===== config.mk =====
export PLATFORM = sky130hd
export DESIGN_NAME = keyed_table_put_take
export DESIGN_NICKNAME = d
export VERILOG_FILES = /design/src/hw/rtl/kvt_pkg.sv /design/src/hw/rtl/keyed_table_put_take.sv /design/src/hw/rtl/kvt_ram.sv
export SDC_FILE = /design/constraint.sdc
export NUM_CORES = 1
export LEC_CHECK = 0
export BUFFER_PORTS_ARGS = -buffer_cell sky130_fd_sc_hd__buf_4
export CORE_ASPECT_RATIO = 0.8
export CORE_MARGIN = 10
export CORE_UTILIZATION = 55
export CTS_CLUSTER_DIAMETER = 30
export DETAILED_ROUTE_END_ITERATION = 6
export GPL_ROUTABILITY_DRIVEN = 1
export PLACE_DENSITY = 0.77
export SLEW_MARGIN = 5
export SYNTH_ARGS = -nofsm -noshare
export SYNTH_HDL_FRONTEND = slang
export SYNTH_SLANG_ARGS = --single-unit

===== constraint.sdc =====
create_clock -name aclk -period 5 [get_ports aclk]
set_input_delay 0.5 -clock aclk [delete_from_list [all_inputs] [get_ports aclk]]
set_output_delay 0.5 -clock aclk [all_outputs]
set_load 0.02 [all_outputs]

===== src/hw/rtl/kvt_pkg.sv =====
// ----------------------------------------------------------------------------
// kvt_pkg
// Shared types for the keyed put/take table: request and response layouts,
// action and status codes.
// ----------------------------------------------------------------------------
package kvt_pkg;

    localparam int KEY_W   = 16;
    localparam int VALUE_W = 16;
    localparam int ENTRY_W = KEY_W + VALUE_W;

    typedef enum logic {
        ACT_PUT  = 1'b0,
        ACT_TAKE = 1'b1
    } action_t;

    typedef enum logic [1:0] {
        ST_OK      = 2'd0,
        ST_FULL    = 2'd1,
        ST_EMPTY   = 2'd2,
        ST_MISSING = 2'd3
    } status_t;

    typedef struct packed {
        action_t                    action;
        logic [KEY_W-1:0]           key;
        logic signed [VALUE_W-1:0]  value;
    } kvt_req_t;

    typedef struct packed {
        status_t                    status;
        logic [KEY_W-1:0]           out_key;
        logic signed [VALUE_W-1:0]  out_value;
    } kvt_resp_t;

endpackage


===== src/hw/rtl/keyed_table_put_take.sv =====
// ----------------------------------------------------------------------------
// keyed_table_put_take
// Unordered key/value table with linear search: put inserts or updates,
// take looks a key up and removes it.
// ----------------------------------------------------------------------------
// One request is handled at a time. A request refused as full or empty, or a
// put into an empty table, is answered without a scan. Any other request
// first scans the slots in order, comparing 1 to fill count of them, and a
// take that moves the last entry into the freed slot then does that move.
// The scan reads one stored entry from the single-read-port table memory
// and compares it, one entry per cycle.
// Requests are accepted while an earlier response is still held on the
// output; the sequencer only waits at the end if that response is not taken.
// ----------------------------------------------------------------------------
module keyed_table_put_take #(
    parameter int CAPACITY = 16
) (
    input  logic               aclk,
    input  logic               aresetn,
    input  logic               s_valid,
    output logic               s_ready,
    input  kvt_pkg::kvt_req_t  s_req,
    output logic               m_valid,
    input  logic               m_ready,
    output kvt_pkg::kvt_resp_t m_resp
);

    import kvt_pkg::*;

    localparam int IDX_W = (CAPACITY > 1) ? $clog2(CAPACITY) : 1;
    localparam int CNT_W = $clog2(CAPACITY + 1);

    typedef enum logic [3:0] {
        S_IDLE = 4'b0001,
        S_SCAN = 4'b0010,
        S_MOVE = 4'b0100,
        S_DONE = 4'b1000
    } state_t;

    state_t             state_reg, state_next;
    logic [CNT_W-1:0]   count_reg, count_next;
    kvt_req_t           req_reg, req_next;
    kvt_resp_t          pend_reg, pend_next;
    kvt_resp_t          resp_reg;
    logic               m_valid_reg;
    logic [IDX_W-1:0]   cmp_idx_reg, cmp_idx_next;
    logic [IDX_W-1:0]   hit_idx_reg, hit_idx_next;
    logic               load_resp;

    logic               wr_en;
    logic [IDX_W-1:0]   wr_addr;
    logic [ENTRY_W-1:0] wr_data;
    logic [IDX_W-1:0]   rd_addr;
    logic [ENTRY_W-1:0] rd_data;

    logic [KEY_W-1:0]   rd_key;
    logic [IDX_W-1:0]   last_idx;
    logic               hit;
    logic               at_last;

    kvt_ram #(
        .WIDTH (ENTRY_W),
        .DEPTH (CAPACITY)
    ) u_slots (
        .aclk    (aclk),
        .wr_en   (wr_en),
        .wr_addr (wr_addr),
        .wr_data (wr_data),
        .rd_addr (rd_addr),
        .rd_data (rd_data)
    );

    assign rd_key   = rd_data[ENTRY_W-1:VALUE_W];
    assign last_idx = IDX_W'(count_reg - CNT_W'(1));
    assign hit      = (rd_key == req_reg.key);
    assign at_last  = (cmp_idx_reg == last_idx);

    assign s_ready = (state_reg == S_IDLE);
    assign m_valid = m_valid_reg;
    assign m_resp  = resp_reg;

    always_comb begin
        state_next   = state_reg;
        count_next   = count_reg;
        req_next     = req_reg;
        pend_next    = pend_reg;
        cmp_idx_next = cmp_idx_reg;
        hit_idx_next = hit_idx_reg;
        load_resp    = 1'b0;
        wr_en        = 1'b0;
        wr_addr      = '0;
        wr_data      = '0;
        rd_addr      = '0;

        unique case (state_reg)
            S_IDLE: begin
                cmp_idx_next = '0;
                if (s_valid) begin
                    req_next  = s_req;
                    pend_next = '{status: ST_OK, out_key: '0, out_value: '0};
                    if (s_req.action == ACT_PUT) begin
                        if (count_reg == CNT_W'(CAPACITY)) begin
                            pend_next.status = ST_FULL;
                            state_next       = S_DONE;
                        end else if (count_reg == '0) begin
                            // nothing to search, append straight away
                            wr_en      = 1'b1;
                            wr_addr    = '0;
                            wr_data    = {s_req.key, s_req.value};
                            count_next = CNT_W'(1);
                            state_next = S_DONE;
                        end else begin
                            state_next = S_SCAN;
                        end
                    end else begin
                        if (count_reg == '0) begin
                            pend_next.status = ST_EMPTY;
                            state_next       = S_DONE;
                        end else begin
                            state_next = S_SCAN;
                        end
                    end
                end
            end

            S_SCAN: begin
                // read of the next slot overlaps the compare of this one
                rd_addr = cmp_idx_reg + IDX_W'(1);
                if (hit) begin
                    if (req_reg.action == ACT_PUT) begin
                        wr_en      = 1'b1;
                        wr_addr    = cmp_idx_reg;
                        wr_data    = {req_reg.key, req_reg.value};
                        state_next = S_DONE;
                    end else begin
                        pend_next.out_key   = rd_key;
                        pend_next.out_value = signed'(rd_data[VALUE_W-1:0]);
                        if (at_last) begin
                            count_next = count_reg - CNT_W'(1);
                            state_next = S_DONE;
                        end else begin
                            // fetch the last entry to fill the hole
                            rd_addr      = last_idx;
                            hit_idx_next = cmp_idx_reg;
                            state_next   = S_MOVE;
                        end
                    end
                end else if (at_last) begin
                    if (req_reg.action == ACT_PUT) begin
                        wr_en      = 1'b1;
                        wr_addr    = count_reg[IDX_W-1:0];
                        wr_data    = {req_reg.key, req_reg.value};
                        count_next = count_reg + CNT_W'(1);
                    end else begin
                        pend_next.status = ST_MISSING;
                    end
                    state_next = S_DONE;
                end else begin
                    cmp_idx_next = cmp_idx_reg + IDX_W'(1);
                end
            end

            S_MOVE: begin
                wr_en      = 1'b1;
                wr_addr    = hit_idx_reg;
                wr_data    = rd_data;
                count_next = count_reg - CNT_W'(1);
                state_next = S_DONE;
            end

            S_DONE: begin
                if (!m_valid_reg || m_ready) begin
                    load_resp  = 1'b1;
                    state_next = S_IDLE;
                end
            end

            default: begin
                state_next = S_IDLE;
            end
        endcase
    end

    always_ff @(posedge aclk) begin
        if (!aresetn) begin
            state_reg   <= S_IDLE;
            count_reg   <= '0;
            m_valid_reg <= 1'b0;
        end else begin
            state_reg <= state_next;
            count_reg <= count_next;
            if (load_resp) begin
                m_valid_reg <= 1'b1;
            end else if (m_ready) begin
                m_valid_reg <= 1'b0;
            end
        end
    end

    always_ff @(posedge aclk) begin
        req_reg     <= req_next;
        pend_reg    <= pend_next;
        cmp_idx_reg <= cmp_idx_next;
        hit_idx_reg <= hit_idx_next;
        if (load_resp) begin
            resp_reg <= pend_reg;
        end
    end

    // table never holds more than its capacity
    assert property (@(posedge aclk) disable iff (!aresetn)
        count_reg <= CNT_W'(CAPACITY))
        else $error("fill count above capacity");

    // fill count moves by at most one per cycle
    assert property (@(posedge aclk) disable iff (!aresetn)
        (count_reg != $past(count_reg)) |->
            (count_reg == $past(count_reg) + CNT_W'(1) ||
             count_reg == $past(count_reg) - CNT_W'(1)))
        else $error("fill count jumped");

    // take from an empty table answers empty and leaves the count alone
    assert property (@(posedge aclk) disable iff (!aresetn)
        (s_valid && s_ready && s_req.action == ACT_TAKE && count_reg == '0) |=>
            (pend_reg.status == ST_EMPTY && count_reg == '0))
        else $error("take on empty table mishandled");

    // only a successful take carries a key
    assert property (@(posedge aclk) disable iff (!aresetn)
        m_valid_reg |-> (m_resp.status == ST_OK || m_resp.out_key == '0))
        else $error("key on a failed response");

endmodule


===== src/hw/rtl/kvt_ram.sv =====
// ----------------------------------------------------------------------------
// kvt_ram
// Generic simple dual-port RAM: one write port, one read port with a
// registered read.
// ----------------------------------------------------------------------------
module kvt_ram #(
    parameter int WIDTH = 32,
    parameter int DEPTH = 16
) (
    input  logic                                     aclk,
    input  logic                                     wr_en,
    input  logic [((DEPTH > 1) ? $clog2(DEPTH) : 1)-1:0] wr_addr,
    input  logic [WIDTH-1:0]                         wr_data,
    input  logic [((DEPTH > 1) ? $clog2(DEPTH) : 1)-1:0] rd_addr,
    output logic [WIDTH-1:0]                         rd_data
);

    logic [WIDTH-1:0] mem [DEPTH];
    logic [WIDTH-1:0] rd_data_reg;

    always_ff @(posedge aclk) begin
        if (wr_en) begin
            mem[wr_addr] <= wr_data;
        end
        rd_data_reg <= mem[rd_addr];
    end

    assign rd_data = rd_data_reg;

endmodule


Yosys cells after proc, flatten, opt, wreduce, memory -nomap -nowiden
Memory sizes are Yosys's and may differ from the RTL's. A register that Yosys moved wholly into a read port is not among the register bits.
Index checks and enable logic that the tools add are counted.
- RAM bits: 512
- output and inout port bits: 36
- memories kept: 1
- input bits: 37
- word-level logic and storage cells: 116
- bits in registers: 119
- memories (name ; words ; width ; rd ports ; clocked after Yosys merged registers in ; write ports ; RTL line ; source):
    u_slots.mem ; 16 ; 32 ; 1 ; 1 ; 1 ; kvt_ram.sv:18 ; logic [WIDTH-1:0] mem [DEPTH];
- reductions and logical operators: 13
- bitwise operators: 1
- add/sub/neg operators: 3
- mux-type cells: 64
- equality and inequality tests: 20
- operator list (kind ; number):
    2-to-1 mux 32 bit ; 9
    case mux 32 bit (3 select lines) ; 1
    2-to-1 mux 4 bit ; 19
    case mux 34 bit (2 select lines) ; 1
    2-to-1 mux 5 bit ; 9
    2-to-1 mux 34 bit ; 1
    inequality test 2 bit (second input constant) ; 9
    equality test 16 bit ; 1
    case mux 4 bit (2 select lines) ; 2
    case mux 4 bit (4 select lines) ; 1
    case mux 5 bit (3 select lines) ; 1
    2-to-1 mux 1 bit ; 14
    2-to-1 mux 2 bit ; 5
    inequality test 3 bit (second input constant) ; 3
    AND reduction 4 bit ; 2
    AND reduction 8 bit ; 1
    AND reduction 3 bit ; 2
    adder 5 x 1 -> 5 bit (second input constant) ; 1
    equality test 5 bit (second input constant) ; 1
    zero test 5 bit ; 1
    AND reduction 5 bit ; 1
    subtractor 5 x 1 -> 5 bit (second input constant) ; 1
    adder 4 x 1 -> 4 bit (second input constant) ; 1
    equality test 4 x 1 -> 1 bit (second input constant) ; 1
    other kinds (12) ; 13

Logic depth before layout (Yosys ltp)
Gate-level depths: netlist of the first run.
- depth in word-level cells: 8
- depth in mapped cells: 15
- gate-level depth less buffers: 11

By module
A second synthesis of the first run with hierarchy kept.
- cell total of the unflattened synthesis: 1219
- area total of the unflattened synthesis: 25047.8 µm²
- by module, submodules not included (module ; area an instance (µm²) ; cells each ; instances ; seq. area each (µm²)):
    kvt_ram ; 19835.3 ; 838 ; 1 ; 16015.4
    keyed_table_put_take ; 5212.5 ; 381 ; 1 ; 3473.3

Worst setup path before layout of the first run
Ideal clock, no wire load.
- path kind: register to register
- from: register count_reg[0]
- to: memory u_slots.mem[5][0], enable pin
- stages on the path, launching flop included: 11
- setup time: 0.421 ns
- required time: 4.579 ns
- path slack: 0.720 ns
- path buffers: 0
- period minus slack after synthesis: 4.280 ns
- arrival time: 3.859 ns
- cell sequence: dfxtp_1 -> inv_1 -> ha_1 -> xor2_1 -> xnor2_1 -> nand4_4 -> nor2b_1 -> nor3_1 -> nor3_1 -> or3b_2 -> nor2_1
- word-level cells in the longest chain between the ends: 8
- elaborated cells between the ends (all ways): 17
- classes of those cells: add/sub: 1; eq/ne: 2; mux: 13; reduce/logical: 1
- RTL lines (item ; RTL line ; source):
    start, declared ; keyed_table_put_take.sv:41 ; logic [CNT_W-1:0] count_reg, count_next;
    start signal, assigned ; keyed_table_put_take.sv:191 ; count_reg <= count_next;
    branches (longest 8 deep; another with subtractor 5 x 1 -> 5 bit) ; n/a ;
    end, declared ; kvt_ram.sv:18 ;
Several ways; the timed one is not identified.

Worst setup path after layout of the first run
- from: register count_reg[0]
- to: register u_slots.rd_data_reg[13], in the netlist u_slots.rd_data[13], read port of u_slots.mem
- word-level cells in the longest chain between the ends: 6
- RTL lines (item ; RTL line ; source):
    subtractor 5 x 1 -> 5 bit * ; n/a ;
    equality test 4 bit ; keyed_table_put_take.sv:76 ; assign at_last = (cmp_idx_reg == last_idx);
    2-to-1 mux 4 bit * ; keyed_table_put_take.sv:138 ; if (at_last) begin
    2-to-1 mux 4 bit * ; keyed_table_put_take.sv:130 ; if (req_reg.action == ACT_PUT) begin
    2-to-1 mux 4 bit * ; keyed_table_put_take.sv:129 ; if (hit) begin
    2-to-1 mux 4 bit * ; keyed_table_put_take.sv:95 ; unique case (state_reg)
    end, declared ; kvt_ram.sv:19 ; logic [WIDTH-1:0] rd_data_reg;
Mark *: on every way between the ends. The rest lies on a longest branch, timed or not.
A chain may end at the register's enable or synchronous reset.

==> impl_results.md, run 1 <==
* Maximum resistive drop on vdd at a little over 0.3 mV
* First-pass GRT wire length at around 95000 um
* CTS root buf: clkbuf_16
* Rel. slew slack at 0.176
* Critical setup path kind: flip-flop to flip-flop
* Register area at just under 0.02 mm^2
* Routed wire per std cell at between 20 and 30 um
* DRC at 0
* Area of the multi-input gates at slightly below 0.006 mm^2
* Setup Fix Bufs, Post-CTS at 0
* Worst path max stage delay at between 0.8 and 0.9 ns
* Setup WS pre-CTS at 1.09 ns
* Core footprint at approximately 0.046 mm^2
* Actual slew at the worst max-slew pin at 1.23 ns
* Avg Vias per Cell at ~6.4
* Max frequency at about 0.24 GHz
* Die area at between 0.05 and 0.06 mm^2
* Ys async rst share at 0
* Reg2reg end: u_slots.rd_data[13]
* Drt pass-1 iters at 5
* Die Ht at approximately 210 um
* Gpl congestion at between 0.8 and 0.9
* Design area at around 0.031 mm^2
* Mapped cell area at around 0.026 mm^2
* Initial antenna violation count at 1
* CTS tree: built
* CTS Sinks at roughly 660
* Final Hold Viols at 0
* Synth warn at 0
* Largest family of logic cells by synthesized area: compound AO/OA/AOI/OAI gates
* I/O pin count at 73
* Total track usage at 0.227
* Post-layout nets at between 1.5k and 2k
* Ant. Diodes at 0
* Clk_skew at ~0.040 ns
* Arr. time, crit path at between 4 and 5 ns
* Minimum clock period at about 4.2 ns
* Pwr dens at 484 mW/mm^2
* R2R depth at 12
* Unrepaired setup endpoints after global routing: false
* Fillers at 2921
* Max-cap viol count at 0
* Crit start category: flip-flop
* Buffers on Ports at around 70
* Largest register FFs at 512
* Skew-Pair Late Insertion Delay at 0.65 ns
* Worst reg-to-reg setup slack at 0.80 ns
* Total CTS buffers at between 100 and 150
* Leak pwr at ~12 nW
* Tcrit/Tclk final at 0.839
* Critical Path Fanout Max at 11
* Via count at about 16k
* DIE WIDTH at 262 um
* Post-synthesis compound-gate area fraction at 0.104
* Critical path required time at approximately 5.6 ns
* Final HPWL DP at roughly 34000 um
* Cell variety after synth at 48
* Mapped Avg Cell Area at between 15 and 20 um^2
* DR iter-0 viols at just under 2k
* Synth Area in Adders at 0.00194
* Top FF cell, synth: edfxtp_1
* Synthesized instance count at ~1.6k
* Mux share of post-synthesis cell area at 0.0509
* Pins Over Slew Limit at 0
* Critical path cell sequence: inv_1 -> ha_1 -> xor2_1 -> xnor2_1 -> nand4_4 -> nand3_2 -> nor2_1 -> a211oi_1 -> nand2_1 -> buf_4 -> o22ai_1 -> a221o_1
* Final TNS setup at 0 ns
* Post-synth EDFFs at 621
* Worst hold stages at 1
* XOR/XNOR Fraction of Synth Area at 0.00912
* CP max-delay cell: a211oi_1
* Num rows at 70
* Class of the worst hold path: input pin to flip-flop
* Largest net degree at the start of global routing at 112
* Hold Crit Start: s_req[22]
* Routed Antenna Nets at 0
* Syn-to-layout area delta at 20.5%
* Outcome: completed
* CTS H-tree lvls at 3
* Final core occ at 0.675
* Vias in the first global route at roughly 16k
* Gates resized, CTS repair at 0
* Gr ovfl total at 0
* Crit Reg-Reg Startpoint: count_reg[0]
* Hold Path End: req_reg[22]
* Initial core utilization at 0.560
* Share of layout cells above drive strength 1 at 0.181
* Sequential share of the synthesized area at 0.756
* Synth Area in Simple Gates at 0.0566
* Total routed wirelength at approximately 63000 um
* Synthesized net count at 1690
* Seq cells post-synth at 663
* WHS at 0.0443 ns
* CTS max path bufs at 3
* CP endpoint kind: flip-flop
* Quantity of hold-fixing buffers added after cts at 0
* Final setup viols at 0
* Post-route setup slack at between 0.8 and 0.9 ns
* Clk slew on worst S/H paths at 0.05 ns
* DP Area at 0.0273 mm^2
-- per-layer routing --
metal | up-vias | global-route usage | wire (um)
met5 | - | 0 | 0
met3 | 122 | 0.0566 | 7600
met1 | 7900 | 0.313 | 24800
met2 | 1036 | 0.350 | 29600
met4 | 0 | 0.0758 | 1400
li1 | 6711 | - | -
-- cell families after synthesis --
group	after synthesis
flip-flops	663
AO/OA/AOI/OAI	387
AND/OR/NAND/NOR	329
multiplexers	130
buffers and inverters	110
XOR/XNOR	26
adder cells (fa/ha/maj)	4
-- critical path: cells and delay by family, from the launching register on --
| family | cells | cell delay, ns |
|---|---|---|
| AOI/OAI and AO/OA | 3 | 1.27 |
| and+or+nand+nor | 4 | 1.08 |
| buffers and inverters | 2 | 0.54 |
| DFF | 1 | 0.50 |
| xor gates and xnor gates | 2 | 0.48 |
| adders and majority gates | 1 | 0.28 |
-- worst max path at each step --
| stage | from | end | slack [ns] | cells past startpoint |
|---|---|---|---|---|
| finish | count_reg[0] | u_slots.rd_data[13] | 0.80 | 12 |
| global route | count_reg[0] | u_slots.rd_data[10] | 0.52 | 12 |
| CTS | count_reg[0] | u_slots.rd_data[10] | 0.96 | 12 |
| detailed placement | req_reg[31] | u_slots.mem[14][19] | 1.09 | 10 |
| global placement | req_reg[31] | u_slots.rd_data[20] | 1.12 | 9 |
| floorplan | count_reg[0] | u_slots.mem[5][0] | 0.72 | 10 |
-- area by class of cell --
type | count | area share
Clock buffer | 116 | 0.0882
Sequential cell | 663 | 0.627
Timing Repair Buffer | 118 | 0.0337
Multi-Input combinational cell | 876 | 0.191
Inverter | 7 | 0.000845
Clock inverter | 87 | 0.0347
Tap cell | 612 | 0.0246
-- layout by cell type (no fill, tap or decap), types with 6 or more instances in the layout --
master and n:
a21oi_1 139, a221o_1 33, a22o_1 64, a22oi_1 100
and2_1 34, buf_12 13, buf_4 105, bufinv_16 19
clkbuf_1 7, clkbuf_16 108, clkinv_1 13, clkinv_2 18
clkinv_4 8, clkinvlp_4 14, dfxtp_1 42, edfxtp_1 621
inv_1 6, inv_6 10, mux2i_1 129, nand2_1 212
nand3_1 6, nor2_1 20, nor2_4 18, o22ai_1 33
xnor2_1 19, xor2_1 6
-- cells in the mapped netlist (all sizes together), types with 35 or more instances --
library cell / n / share of area
a22oi: 100 / 0.029
buf: 52 / 0.014
nor2: 38 / 0.0055
mux2i: 130 / 0.051
a22o: 64 / 0.022
edfxtp: 621 / 0.72
clkbuf: 51 / 0.0074
a21oi: 139 / 0.027
and2: 35 / 0.0085
dfxtp: 42 / 0.033
nand2: 213 / 0.031
-- per-stage QoR --
step,std cells,total power (W)
floorplan,1649,0.00710
global placement,2276,0.00741
detailed placement,2276,0.00745
CTS,2479,0.0151
global route,2479,0.0154
finish,2479,0.0150
-- report_power, final --
part | switching (W) | internal, W | total [W]
Combinational | 0.000537 | 0.000228 | 0.000765
Sequential | 0.000139 | 0.00647 | 0.00661
Clock | 0.00268 | 0.00499 | 0.00767
Total | 0.00335 | 0.0117 | 0.0150
Power figures use the tool's default switching activity.
==> run 2: changes to the inputs <==
Settings changed: ABC_AREA set to 1, PLACE_DENSITY 0.77 to 0.79.
Clock period 5 ns to 3.75 ns, I/O delays scaled along.
==> run 2 against run 1 <==
  * Flip-flop and latch count stayed put
  * Clock skew is 0.015 ns lower
  * Critical path type unchanged
  * Synthesized cell count is 59% higher
  * Die area is 8.4% higher
==> impl_results.md, run 2 <==
* Routed Antenna Nets at 0
* WHS at just over 0.08 ns
* CP max-delay cell: dfxtp_1
* Arr. time, crit path at around 3.8 ns
* Avg Vias per Cell at between 5 and 6
* Cell variety after synth at 33
* Leak pwr at roughly 14 nW
* Via count at 20.7k
* Final HPWL DP at 42000 um
* DIE WIDTH at between 200 and 300 um
* Pwr dens at roughly 610 mW/mm^2
* WP buf/inv at 3
* Largest register FFs at between 500 and 600
* Final setup viols at 0
* Rel. slew slack at 0.214
* I/O pin count at 73
* Seq cells post-synth at between 600 and 700
* Critical path required time at ~4.3 ns
* Drt pass-1 iters at 6
* Mapped Avg Cell Area at 10.8 um^2
* Hold Path End: m_valid
* Reg2reg end: u_slots.rd_data[5]
* Crit Reg-Reg Startpoint: count_reg[0]
* Worst reg-to-reg setup slack at around 0.48 ns
* Outcome: completed
* Skew-Pair Late Insertion Delay at around 0.64 ns
* First-pass GRT wire length at roughly 120000 um
* CTS tree: built
* DR iter-0 viols at 2971
* Hold Crit Start: m_ready
* Max frequency at a little over 0.3 GHz
* Commonest cells after routing, fill and taps aside: nand2_1, edfxtp_1, nand3_1, inv_1, buf_4
* Maximum resistive drop on vdd at 0.411 mV
* Design Power at roughly 0.020 W
* Largest delay share family, worst path: simple AND/OR/NAND/NOR gates
* DRC at 0
* CTS root buf: clkbuf_16
* Tcrit/Tclk final at 0.871
* Pins Over Slew Limit at 0
* Critical path cell sequence: inv_2 -> ha_1 -> inv_1 -> nand2_1 -> nand4_1 -> nor2_1 -> nand2_2 -> nand2_4 -> nand2_2 -> nand2_2 -> nand2_1 -> nand2_4 -> buf_12 -> nand3_1 -> nand3_1 -> nand3_1 -> nand2_1
* Unrepaired setup endpoints after global routing: false
* Actual slew at the worst max-slew pin at roughly 1.2 ns
* Setup WS pre-CTS at 0.548 ns
* Crit start category: flip-flop
* Clk_skew at ~0.025 ns
* Gpl congestion at roughly 0.9
* Core footprint at ~0.051 mm^2
* Gr ovfl total at 0
* Total routed wirelength at about 77000 um
* Synthesized net count at 2655
* Top FF cell, synth: edfxtp_1
* Critical Path Fanout Max at between 100 and 150
* Routed wire per std cell at roughly 22 um
* Initial core utilization at 0.554
* Critical setup path kind: flip-flop to flip-flop
* Buffers on Ports at between 70 and 80
* Mapped cell area at 0.0282 mm^2
* CP endpoint kind: flip-flop
* Worst hold stages at 4
* Top cells by area, synth: edfxtp_1, nand3_1, nand2_1, inv_1, dfxtp_1
* Post-route setup slack at 0.485 ns
* Vias in the first global route at around 21k
* Top-area cell type share of the netlist area at 0.662
* Synth warn at 0
* Die Ht at ~220 um
* Total track usage at 0.248
* Num rows at between 70 and 80
* Fillers at ~3.3k
* Max-cap viol count at 0
* Class of the worst hold path: input pin to flip-flop
* R2R depth at 17
* Ant. Diodes at 0
* Final core occ at 0.658
* Yosys top cell by area: edfxtp_1
* Commonest cells post-synth: nand2_1, edfxtp_1, nand3_1, inv_1, buf_2
* Gates resized, CTS repair at 0
* Clk slew on worst S/H paths at 0.06 ns
* Worst path max stage delay at about 0.43 ns
* Minimum clock period at 3.27 ns
* Initial antenna violation count at 1
* CTS H-tree lvls at 3
* Cell with the most instances after synthesis: nand2_1
* Share of layout cells above drive strength 1 at 0.127
* Syn-to-layout area delta at 18.8%
* Die area at 0.0607 mm^2
* Post-synth EDFFs at slightly above 600
* CTS Sinks at between 600 and 700
* CTS max path bufs at 3
* Sequential share of the synthesized area at 0.692
* Largest net degree at the start of global routing at ~150
* Total CTS buffers at 93
* Post-layout nets at roughly 2.8k
* Ys async rst share at 0
* Most common cell after layout, fill and taps aside: nand2_1
* Synthesized instance count at approximately 2.6k
* Final Hold Viols at 0
[run 2: cell types whose count changed after synthesis, moves of 64 or more]
cell,delta
nand2_1,+460
mux2i_1,-129
a22oi_1,-74
nand3_1,+584
a22o_1,-64
inv_1,+323
a21oi_1,-126
[run 2: repair_timing]
item / CTS / global route
endpoints found under the setup margin: 0 / 0
hold buffers: 34 / 0
hold endpoints to repair: 34 / 0
buffers inserted: 0 / 0
[run 2: per-layer routing]
layer  up-vias  part of all wire  GRT usage
met1      9866              0.37      0.321
met4         2             0.045      0.115
li1       9089                 -          -
met2      1510              0.47      0.393
met5         -           0.00016          0
met3       275              0.11     0.0561
[run 2: tightest hold or removal path: cells and delay by family]
family	cells	cell delay, ns
AOI/OAI and AO/OA	1	0.07
and+or+nand+nor	1	0.07
buffers and inverters	2	0.16
[run 2: cell families (layout without fill, tap and decap cells)]
kind of cell,count (synthesis),in the layout,synth area share
and+or+nand+nor,1367,1367,0.211
buffers and inverters,494,702,0.0751
AOI/OAI and AO/OA,79,79,0.0178
adders and majority gates,4,4,0.00178
xor gates and xnor gates,7,7,0.00218
DFF,663,663,0.692
[run 2: final cells by class]
class                   count  area, um^2  share of cell area
clock inverters            67         846              0.0253
repair buffers            180        1780              0.0531
clock buffers             108        2420              0.0724
inverters                 347        1310              0.0390
flip-flops and latches    663       19500               0.582
multi-input cells        1457        6760               0.202
well taps                 684         856              0.0256
[run 2: worst max-delay path by stage]
stage,startpoint,end,slack (ns),cells past startpoint
6_report,count_reg[0],u_slots.rd_data[5],0.48,17
5_1_grt,count_reg[0],u_slots.mem[4][16],0.32,15
4_1_cts,count_reg[0],u_slots.mem[1][26],0.45,12
3_5_place_dp,count_reg[0],u_slots.mem[1][26],0.55,12
3_3_place_gp,count_reg[0],u_slots.mem[12][26],0.61,12
2_1_floorplan,state_reg[3],u_slots.mem[0][0],-0.15,7
[run 2: per-stage QoR]
step                setup TNS (ns)  area (um^2)  std cells
floorplan                   -38.11        28200       2614
global placement                 0        29800       3295
detailed placement               0        29800       3296
CTS                              0        33400       3505
global route                     0        33500       3506
finish                           0        33500       3506
[run 2: power breakdown]
group          internal (W)  leakage [nW]  switching [W]
Clock               0.00546          1.55        0.00353
Combinational      0.000608          5.79        0.00162
Sequential          0.00896          6.41       0.000285
Total                0.0150          13.8        0.00543
